$ cat config.mk
export PLATFORM = sky130hd
export DESIGN_NAME = sorted_wakeup_timer_queue_core
export DESIGN_NICKNAME = d
export VERILOG_FILES = /design/src/design/swtq_pkg.sv /design/src/design/sorted_wakeup_timer_queue_core.sv
export SDC_FILE = /design/constraint.sdc
export NUM_CORES = 2
export LEC_CHECK = 0
export BUFFER_PORTS_ARGS = -buffer_cell sky130_fd_sc_hd__buf_2
export CORE_MARGIN = 1
export CORE_UTILIZATION = 40
export DETAILED_ROUTE_END_ITERATION = 16
export PLACE_DENSITY = 0.58
export REMOVE_ABC_BUFFERS = 1
export SETUP_SLACK_MARGIN = 0.3
export SLEW_MARGIN = 10
export SYNTH_ARGS = -nofsm -noshare
export SYNTH_HDL_FRONTEND = slang
export SYNTH_SLANG_ARGS = --single-unit
$ cat constraint.sdc
create_clock -name clk -period 8.9 [get_ports clk]
set_input_delay 0 -clock clk [delete_from_list [all_inputs] [get_ports clk]]
set_output_delay 0 -clock clk [all_outputs]
set_load 0.005 [all_outputs]
$ cat src/design/swtq_pkg.sv
// Package for the sorted wakeup timer queue.
// Item types, result kinds and fixed limits; no dependencies.
package swtq_pkg;

  localparam int MAX_POPS = 16;
  localparam int POP_W    = $clog2(MAX_POPS + 1);

  localparam logic OP_TICK  = 1'b0;
  localparam logic OP_SLEEP = 1'b1;

  typedef enum logic [1:0] {
    KIND_WOKEN     = 2'd0,
    KIND_QUEUED    = 2'd1,
    KIND_IMMEDIATE = 2'd2,
    KIND_FULL      = 2'd3
  } kind_t;

  typedef struct packed {
    logic               opcode;
    logic [7:0]         sleeper_id;
    logic signed [31:0] sleep_ticks;
  } in_item_t;

  typedef struct packed {
    kind_t       kind;
    logic [7:0]  woken_id;
    logic [62:0] due_time;
    logic        last;
  } out_item_t;

  typedef struct packed {
    logic [63:0] wake;
    logic [7:0]  id;
  } entry_t;

endpackage

$ cat src/design/sorted_wakeup_timer_queue_core.sv
// Sorted wakeup timer queue: tick counter plus a wake-time ordered sleeper queue.
// Depends on swtq_pkg (item types, result kinds, pop limit).
//
// Usage:
//   The input channel (in_valid / in_stall / in_item) takes either a timer tick
//   or a sleep request. The output channel (out_valid / out_stall / out_item)
//   returns the result items, the final one of each input marked by last.
//   A sleep request with non-positive ticks or a full queue answers at once
//   with one item. Otherwise it is inserted by walking the queue from the
//   tail toward the head, one entry per cycle through the single memory read
//   port and one compare unit. The result item is offered once the walk
//   ends and the new entry is written.
//   A tick bumps the count and pops due head entries, one compare per entry,
//   at most 16 pops per tick. A tick with nothing due produces no item; on
//   an empty queue it does not leave idle.
//   in_stall is high until the last result item is taken (or a tick finds
//   nothing due); an output stall holds the result register and sequencer.
//   Reset clears the tick count and empties the queue; memory contents are
//   left as they are and never read before being written.
module sorted_wakeup_timer_queue_core #(
  parameter int QUEUE_DEPTH = 16
) (
  input  logic                clk,
  input  logic                rst,
  input  logic                in_valid,
  output logic                in_stall,
  input  swtq_pkg::in_item_t  in_item,
  output logic                out_valid,
  input  logic                out_stall,
  output swtq_pkg::out_item_t out_item
);
  import swtq_pkg::*;

  localparam int IDX_W = (QUEUE_DEPTH > 1) ? $clog2(QUEUE_DEPTH) : 1;
  localparam int OCC_W = $clog2(QUEUE_DEPTH + 1);

  typedef enum logic [5:0] {
    ST_IDLE  = 6'b000001,
    ST_TCHK  = 6'b000010,
    ST_TLOOK = 6'b000100,
    ST_SCHK  = 6'b001000,
    ST_SPUT  = 6'b010000,
    ST_EMIT  = 6'b100000
  } state_t;

  state_t            state;
  logic [63:0]       tick_count;
  logic [OCC_W-1:0]  occupancy;
  logic [IDX_W-1:0]  head;
  logic [OCC_W-1:0]  pos;
  logic [POP_W-1:0]  pop_cnt;
  entry_t            new_entry;
  out_item_t         result;

  // Queue storage: circular buffer, logical slot 0 is the head.
  entry_t            mem [QUEUE_DEPTH];
  entry_t            rd_entry;
  logic              rd_en;
  logic [IDX_W-1:0]  rd_addr;
  logic              wr_en;
  logic [IDX_W-1:0]  wr_addr;
  entry_t            wr_data;

  logic              in_acc;
  logic              out_acc;
  logic              sleep_nonpos;
  logic [63:0]       cmp_ref;
  logic              wake_le;
  logic              head_due;
  logic              more_pops;
  logic              shift_up;

  // Map a logical queue slot to its physical memory index.
  function automatic logic [IDX_W-1:0] phys(input logic [IDX_W-1:0] hd,
                                            input logic [OCC_W-1:0] lg);
    logic [OCC_W:0] s;
    begin
      s = (OCC_W+1)'(hd) + (OCC_W+1)'(lg);
      if (s >= (OCC_W+1)'(QUEUE_DEPTH)) begin
        s = s - (OCC_W+1)'(QUEUE_DEPTH);
      end
      return s[IDX_W-1:0];
    end
  endfunction

  assign in_stall  = (state != ST_IDLE);
  assign out_valid = (state == ST_EMIT);
  assign out_item  = result;
  assign in_acc    = in_valid && !in_stall;
  assign out_acc   = out_valid && !out_stall;

  assign sleep_nonpos = (in_item.sleep_ticks == 32'sd0) || in_item.sleep_ticks[31];
  // Single compare unit: the insert walk checks against the new wake time,
  // every other state against the current count.
  assign cmp_ref      = (state == ST_SCHK) ? new_entry.wake : tick_count;
  assign wake_le      = (rd_entry.wake <= cmp_ref);
  // Head entry is due once its wake time is at or before the current count.
  assign head_due     = wake_le;
  // Look ahead only when entries remain and the pop limit is not reached.
  assign more_pops    = (occupancy != OCC_W'(1)) &&
                        ((pop_cnt + POP_W'(1)) != POP_W'(MAX_POPS));
  // Later wake times move one slot toward the tail; equal times stay ahead.
  assign shift_up     = !wake_le;

  // Memory port control.
  always_comb begin
    rd_en   = 1'b0;
    rd_addr = head;
    wr_en   = 1'b0;
    wr_addr = phys(head, pos);
    wr_data = rd_entry;
    case (state)
      ST_IDLE: begin
        if (in_acc) begin
          if (in_item.opcode == OP_TICK) begin
            rd_en   = (occupancy != '0);
            rd_addr = head;
          end else begin
            rd_en   = !sleep_nonpos && (occupancy < OCC_W'(QUEUE_DEPTH)) &&
                      (occupancy != '0);
            rd_addr = phys(head, occupancy - OCC_W'(1));
          end
        end
      end
      ST_TCHK: begin
        rd_en   = head_due && more_pops;
        rd_addr = phys(head, OCC_W'(1));
      end
      ST_SCHK: begin
        if (shift_up) begin
          wr_en   = 1'b1;
          wr_addr = phys(head, pos);
          wr_data = rd_entry;
          rd_en   = (pos != OCC_W'(1));
          rd_addr = phys(head, pos - OCC_W'(2));
        end
      end
      ST_SPUT: begin
        wr_en   = 1'b1;
        wr_addr = phys(head, pos);
        wr_data = new_entry;
      end
      default: begin
        rd_en = 1'b0;
      end
    endcase
  end

  always_ff @(posedge clk) begin
    if (wr_en) begin
      mem[wr_addr] <= wr_data;
    end
    if (rd_en) begin
      rd_entry <= mem[rd_addr];
    end
  end

  // Sequencer.
  always_ff @(posedge clk) begin
    if (rst) begin
      state      <= ST_IDLE;
      tick_count <= '0;
      occupancy  <= '0;
      head       <= '0;
      pos        <= '0;
      pop_cnt    <= '0;
    end else begin
      case (state)
        ST_IDLE: begin
          if (in_acc) begin
            if (in_item.opcode == OP_TICK) begin
              // Advance the count, then look at the head if anything waits.
              tick_count <= tick_count + 64'd1;
              pop_cnt    <= '0;
              if (occupancy != '0) begin
                state <= ST_TCHK;
              end
            end else if (sleep_nonpos) begin
              result.kind     <= KIND_IMMEDIATE;
              result.woken_id <= in_item.sleeper_id;
              result.due_time <= tick_count[62:0];
              result.last     <= 1'b1;
              state           <= ST_EMIT;
            end else if (occupancy >= OCC_W'(QUEUE_DEPTH)) begin
              // Drop the request: queue full.
              result.kind     <= KIND_FULL;
              result.woken_id <= in_item.sleeper_id;
              result.due_time <= tick_count[62:0];
              result.last     <= 1'b1;
              state           <= ST_EMIT;
            end else begin
              new_entry.wake <= tick_count + {32'd0, in_item.sleep_ticks};
              new_entry.id   <= in_item.sleeper_id;
              pos            <= occupancy;
              state          <= (occupancy == '0) ? ST_SPUT : ST_SCHK;
            end
          end
        end
        ST_TCHK: begin
          if (!head_due) begin
            state <= ST_IDLE;
          end else begin
            // Pop the head into the result register.
            result.kind     <= KIND_WOKEN;
            result.woken_id <= rd_entry.id;
            result.due_time <= rd_entry.wake[62:0];
            result.last     <= !more_pops;
            head            <= phys(head, OCC_W'(1));
            occupancy       <= occupancy - OCC_W'(1);
            pop_cnt         <= pop_cnt + POP_W'(1);
            state           <= more_pops ? ST_TLOOK : ST_EMIT;
          end
        end
        ST_TLOOK: begin
          // Next head is now in rd_entry; mark last if it is not yet due.
          result.last <= !head_due;
          state       <= ST_EMIT;
        end
        ST_SCHK: begin
          if (shift_up) begin
            pos <= pos - OCC_W'(1);
            if (pos == OCC_W'(1)) begin
              state <= ST_SPUT;
            end
          end else begin
            state <= ST_SPUT;
          end
        end
        ST_SPUT: begin
          occupancy       <= occupancy + OCC_W'(1);
          result.kind     <= KIND_QUEUED;
          result.woken_id <= new_entry.id;
          result.due_time <= new_entry.wake[62:0];
          result.last     <= 1'b1;
          state           <= ST_EMIT;
        end
        ST_EMIT: begin
          if (out_acc) begin
            // rd_entry still holds the due next head when more follow.
            state <= result.last ? ST_IDLE : ST_TCHK;
          end
        end
        default: begin
          state <= ST_IDLE;
        end
      endcase
    end
  end

endmodule
# --- Word level (Yosys, flattened, before mapping) ---
# Memory sizes are Yosys's and may differ from the RTL's. A register that Yosys moved wholly into a read port is not among the register bits.
# Index checks and enable logic that the tools add are counted.
# W data, S select, Z words.
op_classes:
  n_mux: 50
  n_reduce_logical: 30
  n_bitwise: 4
  n_lt_le_gt_ge: 7
  n_eq_ne: 22
  add_sub_neg: 15
ops:
  columns: ["operator", "n"]
  rows:
  - ["$mux W74", 5]
  - ["$pmux W73 S3", 1]
  - ["$mux W72", 1]
  - ["$add A64 B1 Y64 const B", 1]
  - ["$add A64 B32 Y64", 1]
  - ["$le A64 B64 Y1", 1]
  - ["$mux W64", 1]
  - ["$mux W6", 10]
  - ["$mux W5", 10]
  - ["$logic_not A32 Y1", 1]
  - ["$pmux W5 S2", 3]
  - ["$pmux W6 S5", 1]
  - ["$mux W4", 7]
  - ["$reduce_and A6 Y1", 4]
  - ["$add A4 B5 Y6", 3]
  - ["$ge A6 B5 Y1 const B", 3]
  - ["$sub A4 B1 Y4 const B", 4]
  - ["$ne A2 B2 Y1 const B", 7]
  - ["$pmux W4 S3", 1]
  - ["$add A5 B1 Y5 const B", 2]
  - ["$ge A5 B5 Y1 const B", 2]
  - ["$ne A5 B1 Y1 const B", 2]
  - ["$sub A5 B1 Y5 const B", 2]
  - ["$reduce_and A4 Y1", 2]
  - ["32 further kinds", 53]
totals:
  mem_bits_rw: 1152
  out_inout_bits: 76
  inputBits: 45
  n_memories: 1
  reg_bits: 235
  elab_cells: 141
mem_list:
  columns: ["memory", "depth", "word_bits", "rd", "rd_ports_with_merged_regs", "write_ports", "line", "text"]
  rows:
  - ["mem", 16, 72, 1, 1, 1, "sorted_wakeup_timer_queue_core.sv:56", "entry_t mem [QUEUE_DEPTH];"]

# --- Depth between registers and ports, before layout ---
depth:
  ltp_word: 8
  ltp_mapped: 22
  depth_no_buf: 16

# --- Worst setup path after synthesis ---
# No wires, ideal clock.
synth_path:
  path_type: "register -> register"
  start: "reg state[5]"
  end: "reg result, in the netlist out_item[10] (enable)"
  n_path_buf: 4
  path_slack_ps: 774
  arrival_time_ps: 7598
  required_ps: 8372
  setup_time_ps: 528
  synth_period_minus_slack_ps: 8126
  path_stages_with_launch: 18
  cell_sequence: "dfxtp_1 nor2_1 and4b_1 clkbuf_1 buf_1 buf_1 mux2i_1 ha_1 a21oi_1 nand2_1 a21o_1 o311ai_1 a41oi_2 o21ai_2 buf_6 nor2_1 or4_1 a21oi_1"
synth_via:
  elab_chain_len: 5
  elab_cells_between_ends: 15
  classes_between: "order compare: 1; eq/ne: 9; mux: 1; reduce/logical: 4"
synth_lines:
  columns: ["element", "line", "text"]
  rows:
  - ["start: declaration", "sorted_wakeup_timer_queue_core.sv:46", "state_t state;"]
  - ["start signal: assignment", "sorted_wakeup_timer_queue_core.sv:195", "state <= (occupancy == '0) ? ST_SPUT : ST_SCHK;"]
  - ["start signal: assignment", "sorted_wakeup_timer_queue_core.sv:211", "state <= more_pops ? ST_TLOOK : ST_EMIT;"]
  - ["start signal: assignment", "sorted_wakeup_timer_queue_core.sv:240", "state <= result.last ? ST_IDLE : ST_TCHK;"]
  - ["$eq A6 B4 Y1 / $ne A6 B1 Y1 (equally long branches)", "sorted_wakeup_timer_queue_core.sv:95, sorted_wakeup_timer_queue_core.sv:86", null]
  - ["$mux W64 / $logic_not A1 Y1 (equally long branches)", "sorted_wakeup_timer_queue_core.sv:95, sorted_wakeup_timer_queue_core.sv:89", null]
  - ["$le A64 B64 Y1 / $logic_and A1 B1 Y1 (equally long branches)", "sorted_wakeup_timer_queue_core.sv:96, sorted_wakeup_timer_queue_core.sv:89", null]
  - ["$ne A2 B2 Y1 (no line)", null, null]
  - ["$reduce_and A6 Y1 (no line) (*)", null, null]
  - ["end: declaration", "sorted_wakeup_timer_queue_core.sv:53", "out_item_t result;"]
# Mark *: on every way between the ends. The rest lies on a longest branch, timed or not.
# A chain may end at the register's enable or synchronous reset.

# --- Final worst setup path ---
layout_path:
  start: "reg state[5]"
  end: "mem mem[3][6] (netlist name) (enable)"
layout_via:
  elab_chain_len: 7
  elab_cells_between_ends: 8
  classes_between: "order compare: 1; eq/ne: 2; mux: 5"
layout_lines:
  columns: ["element", "line", "text"]
  rows:
  - ["$eq A6 B4 Y1", "sorted_wakeup_timer_queue_core.sv:95, sorted_wakeup_timer_queue_core.sv:112", null]
  - ["$mux W64", "sorted_wakeup_timer_queue_core.sv:95", "assign cmp_ref = (state == ST_SCHK) ? new_entry.wake : tick_count;"]
  - ["$le A64 B64 Y1", "sorted_wakeup_timer_queue_core.sv:96", "assign wake_le = (rd_entry.wake <= cmp_ref);"]
  - ["$mux W1", "sorted_wakeup_timer_queue_core.sv:130", "if (shift_up) begin"]
  - ["$pmux W1 S2 (*)", "sorted_wakeup_timer_queue_core.sv:112", "case (state)"]
  - ["$mux W1 (*)", "sorted_wakeup_timer_queue_core.sv:150", "if (wr_en) begin"]
  - ["$mux W1 (not written as such) (*)", "sorted_wakeup_timer_queue_core.sv:151", "mem[wr_addr] <= wr_data;"]
  - ["end: declaration", "sorted_wakeup_timer_queue_core.sv:56", null]
# Marked as above.

==> results.sh <==
export IMPL_slew_viol_final=0
export IMPL_hold_depth=4
export IMPL_r2r_cells=15
export IMPL_path_clk_slew_ns=0.06
export IMPL_synth_edf_count=1370
export IMPL_multiInputGateArea_mm2=0.0197
export IMPL_p_per_area_mw_per_mm2=304
export IMPL_ys_types=82
export IMPL_cts_sink_count=1459
export IMPL_core_mm2=0.158
export IMPL_cp_max_fo=54
export IMPL_detail_route_antenna_nets=0
export IMPL_syn_inst=4338
export IMPL_leakagePower_nw=27.4
export IMPL_finalSetupViolations=0
export IMPL_start_util_pct=40.3
export IMPL_track_usage_pct=20.1
export IMPL_cap_violations=0
export IMPL_hold_viol_final=0
export IMPL_drt_wirelength_per_cell_um=24.3
export IMPL_yosys_warnings=0
export IMPL_startpoint_type="register"
export IMPL_vias=36727
export IMPL_regArea_mm2=0.0429
export IMPL_arrival_ns=7.47
export IMPL_synthFlopType="edfxtp_1"
export IMPL_crit_type="reg2reg"
export IMPL_cts_tree="yes"
export IMPL_drt_pass1_iter_count=5
export IMPL_totalWireLength_um=164000
export IMPL_drive_gt1_share_pct=14.5
export IMPL_use_met2_pct=31.2
export IMPL_cts_root_buf="clkbuf_16"
export IMPL_area_delta_synth_final_pct=13.9
export IMPL_ir_worst_vdd_mv=0.353
export IMPL_yosysSeqAreaShare_pct=67.2
export IMPL_cts_buffers=156
export IMPL_min_path_type="in2reg"
export IMPL_die_x_um=402
export IMPL_dp_hpwl_um=98300
export IMPL_critPathCaptureType="register"
export IMPL_antenna_found_initial=5
export IMPL_min_period_ns=7.02
export IMPL_remaining_drc_errors=0
export IMPL_clock_latency_ns=0.79
export IMPL_die_h_um=402
export IMPL_synthArstFlopShare_pct=0
export IMPL_drt_iter0_markers=3178
export IMPL_met1_usage_pct=29.0
export IMPL_worst_slew_pin_slew_ns=1.20
export IMPL_required_ns=9.36
export IMPL_rows=146
export IMPL_nNetsFinal=4693
export IMPL_io_buffers=120
export IMPL_ys_ff_latch=1459
export IMPL_synth_area_mm2=0.0638
export IMPL_met3_usage_pct=3.50
export IMPL_fin_crit_sh_pct=78.9
export IMPL_syn_avg_cell_area_um2=14.7
export IMPL_io_pins=121
export IMPL_post_cts_buffers=0
export IMPL_fin_skew_ns=0.0287
export IMPL_grt_pass1_vias=36305
export IMPL_grt_pass1_wl_um=242000
export IMPL_relSlewSlack_pct=19.7
export IMPL_grt_max_degree=107
export IMPL_post_route_util_pct=45.9
export IMPL_die_area_mm2=0.161
export IMPL_tns_ns=0
export IMPL_outcome="completed"
export IMPL_nFillCells=13684
export IMPL_clock_fmax_ghz=0.142
export IMPL_place_gp_congestion=0.859
export IMPL_routed_via_density=5.45
export IMPL_max_clock_path_buffers=3
export IMPL_globalRouteOverflowTotal=0
export IMPL_grt_busiest_layer="met2"
export IMPL_cts_htree_levels=4
export IMPL_rsz0062_at_grt="no"
[final timing paths]
path / from / endpoint / slack, ns
worst min register to register: pop_cnt[1] / pop_cnt[1] / 0.49
worst max-delay path: state[5] / mem[3][6] / 1.88
worst min-delay path: in_item[38] / out_item[70] / 0.06
worst max register to register: state[5] / mem[3][6] / 1.88
[synth_stat cells (all sizes together) (5+ instances only)]
cell type	instances	area, um^2
or3	22	138
o21a	8	60.1
nand4	44	282
o221ai	75	1030
clkbuf	119	450
o21ai	196	985
a21o	27	203
ha	114	1430
mux2i	641	6420
xor2	62	543
and3	20	125
or2	7	43.8
nand2	619	2320
a221oi	5	50.0
buf	116	862
nand2b	5	31.3
nand3	75	375
xnor2	71	622
a22oi	113	1170
nor2	163	619
o211ai	5	37.5
a21oi	75	375
mux2	144	1620
nor2b	7	43.8
dfxtp	89	1780
a31oi	10	75.1
nor4	16	143
and2	6	37.5
inv	28	105
edfxtp	1370	41100
nor3	20	100
and4	5	43.8
[state kept, by name, indices dropped and copies added, names as in the netlist]
register	flops
mem	1152
occupancy	5
pop_cnt	5
state	6
head	4
rd_entry	72
new_entry	72
tick_count	64
pos	5
out_item	74
[cell families (layout without fill, tap and decap cells)]
kind of cell    count (synthesis)  count (layout)  share of synthesized area (%)
compound gates                554             554                           6.80
xor+xnor                      133             133                           1.82
fa+ha+maj                     118             118                           2.36
buf+inv                       263             585                           2.22
flops                        1459            1459                           67.2
mux                           785             785                           12.6
other cells                     0               1                              0
simple gates                 1026            1026                           6.97
[power by group]
| group | total [mW] | leakage [nW] | internal, mW | switching [mW] |
|---|---|---|---|---|
| logic | 7.42 | 11.9 | 3.01 | 4.42 |
| clock network | 6.49 | 2.47 | 3.78 | 2.71 |
| registers | 8.18 | 13.1 | 8.06 | 0.119 |
| total | 22.1 | 27.4 | 14.8 | 7.25 |
[placed cells by master (no fill, tap or decap), types with 74 or more instances in the layout]
master / instances
buf_2: 119
nand3_1: 75
ha_1: 114
o21ai_0: 152
a21oi_1: 74
mux2i_1: 641
clkbuf_16: 159
dfxtp_1: 89
nand2_1: 615
nor2_1: 140
edfxtp_1: 1370
mux2_2: 75
[worst max-delay path, cell delays in order (launching register included)]
cell,delay (ns)
dfxtp_1,0.33
nor2_1,0.23
and4b_4,0.60
buf_12,0.37
mux2i_1,0.14
ha_1,0.33
nand4_1,0.12
nor3_1,0.86
nand4_1,0.57
a41oi_2,0.41
o21ai_2,0.24
or2_2,0.43
nand2_1,0.14
nand3b_1,0.33
nor2_4,1.03
buf_4,0.41
[through the flow]
step                      setup WS, ns  hold slack (ns)  instance area [um^2]  power [mW]  cells
after floorplan                 -38.80           0.0691                 62500        14.4   4103
after global placement            2.02            0.191                 66900        15.7   6374
after detailed placement          1.92            0.196                 66900        15.8   6375
after CTS                         1.86          0.00808                 72700        22.3   6732
after global routing              1.53           0.0491                 72700        23.1   6732
final                             1.88           0.0610                 72700        22.1   6733
[per-layer routing]
| metal | vias up | part of all wire (%) | wire, um |
|---|---|---|---|
| li1 | 16895 | - | - |
| met1 | 18667 | 47 | 76200 |
| met2 | 948 | 46 | 74700 |
| met3 | 213 | 5.5 | 8990 |
| met4 | 4 | 2.2 | 3650 |
| met5 | - | 0.017 | 27 |
[cell type report]
type / instances / share of cell area [%]
diodes: 1 / 0.00344
clock buffers: 195 / 5.70
clock inverters: 93 / 1.32
inverters: 28 / 0.144
multi-input cells: 2616 / 27.1
flip-flops and latches: 1459 / 59.0
well taps: 2072 / 3.56
repair buffers: 269 / 3.13
[timing repair]
action	4_1_cts	5_1_grt
resized for setup	0	0
hold buffers	69	0
endpoints found under the hold margin	93	0
No activity file was read; power rests on OpenSTA's default activity.
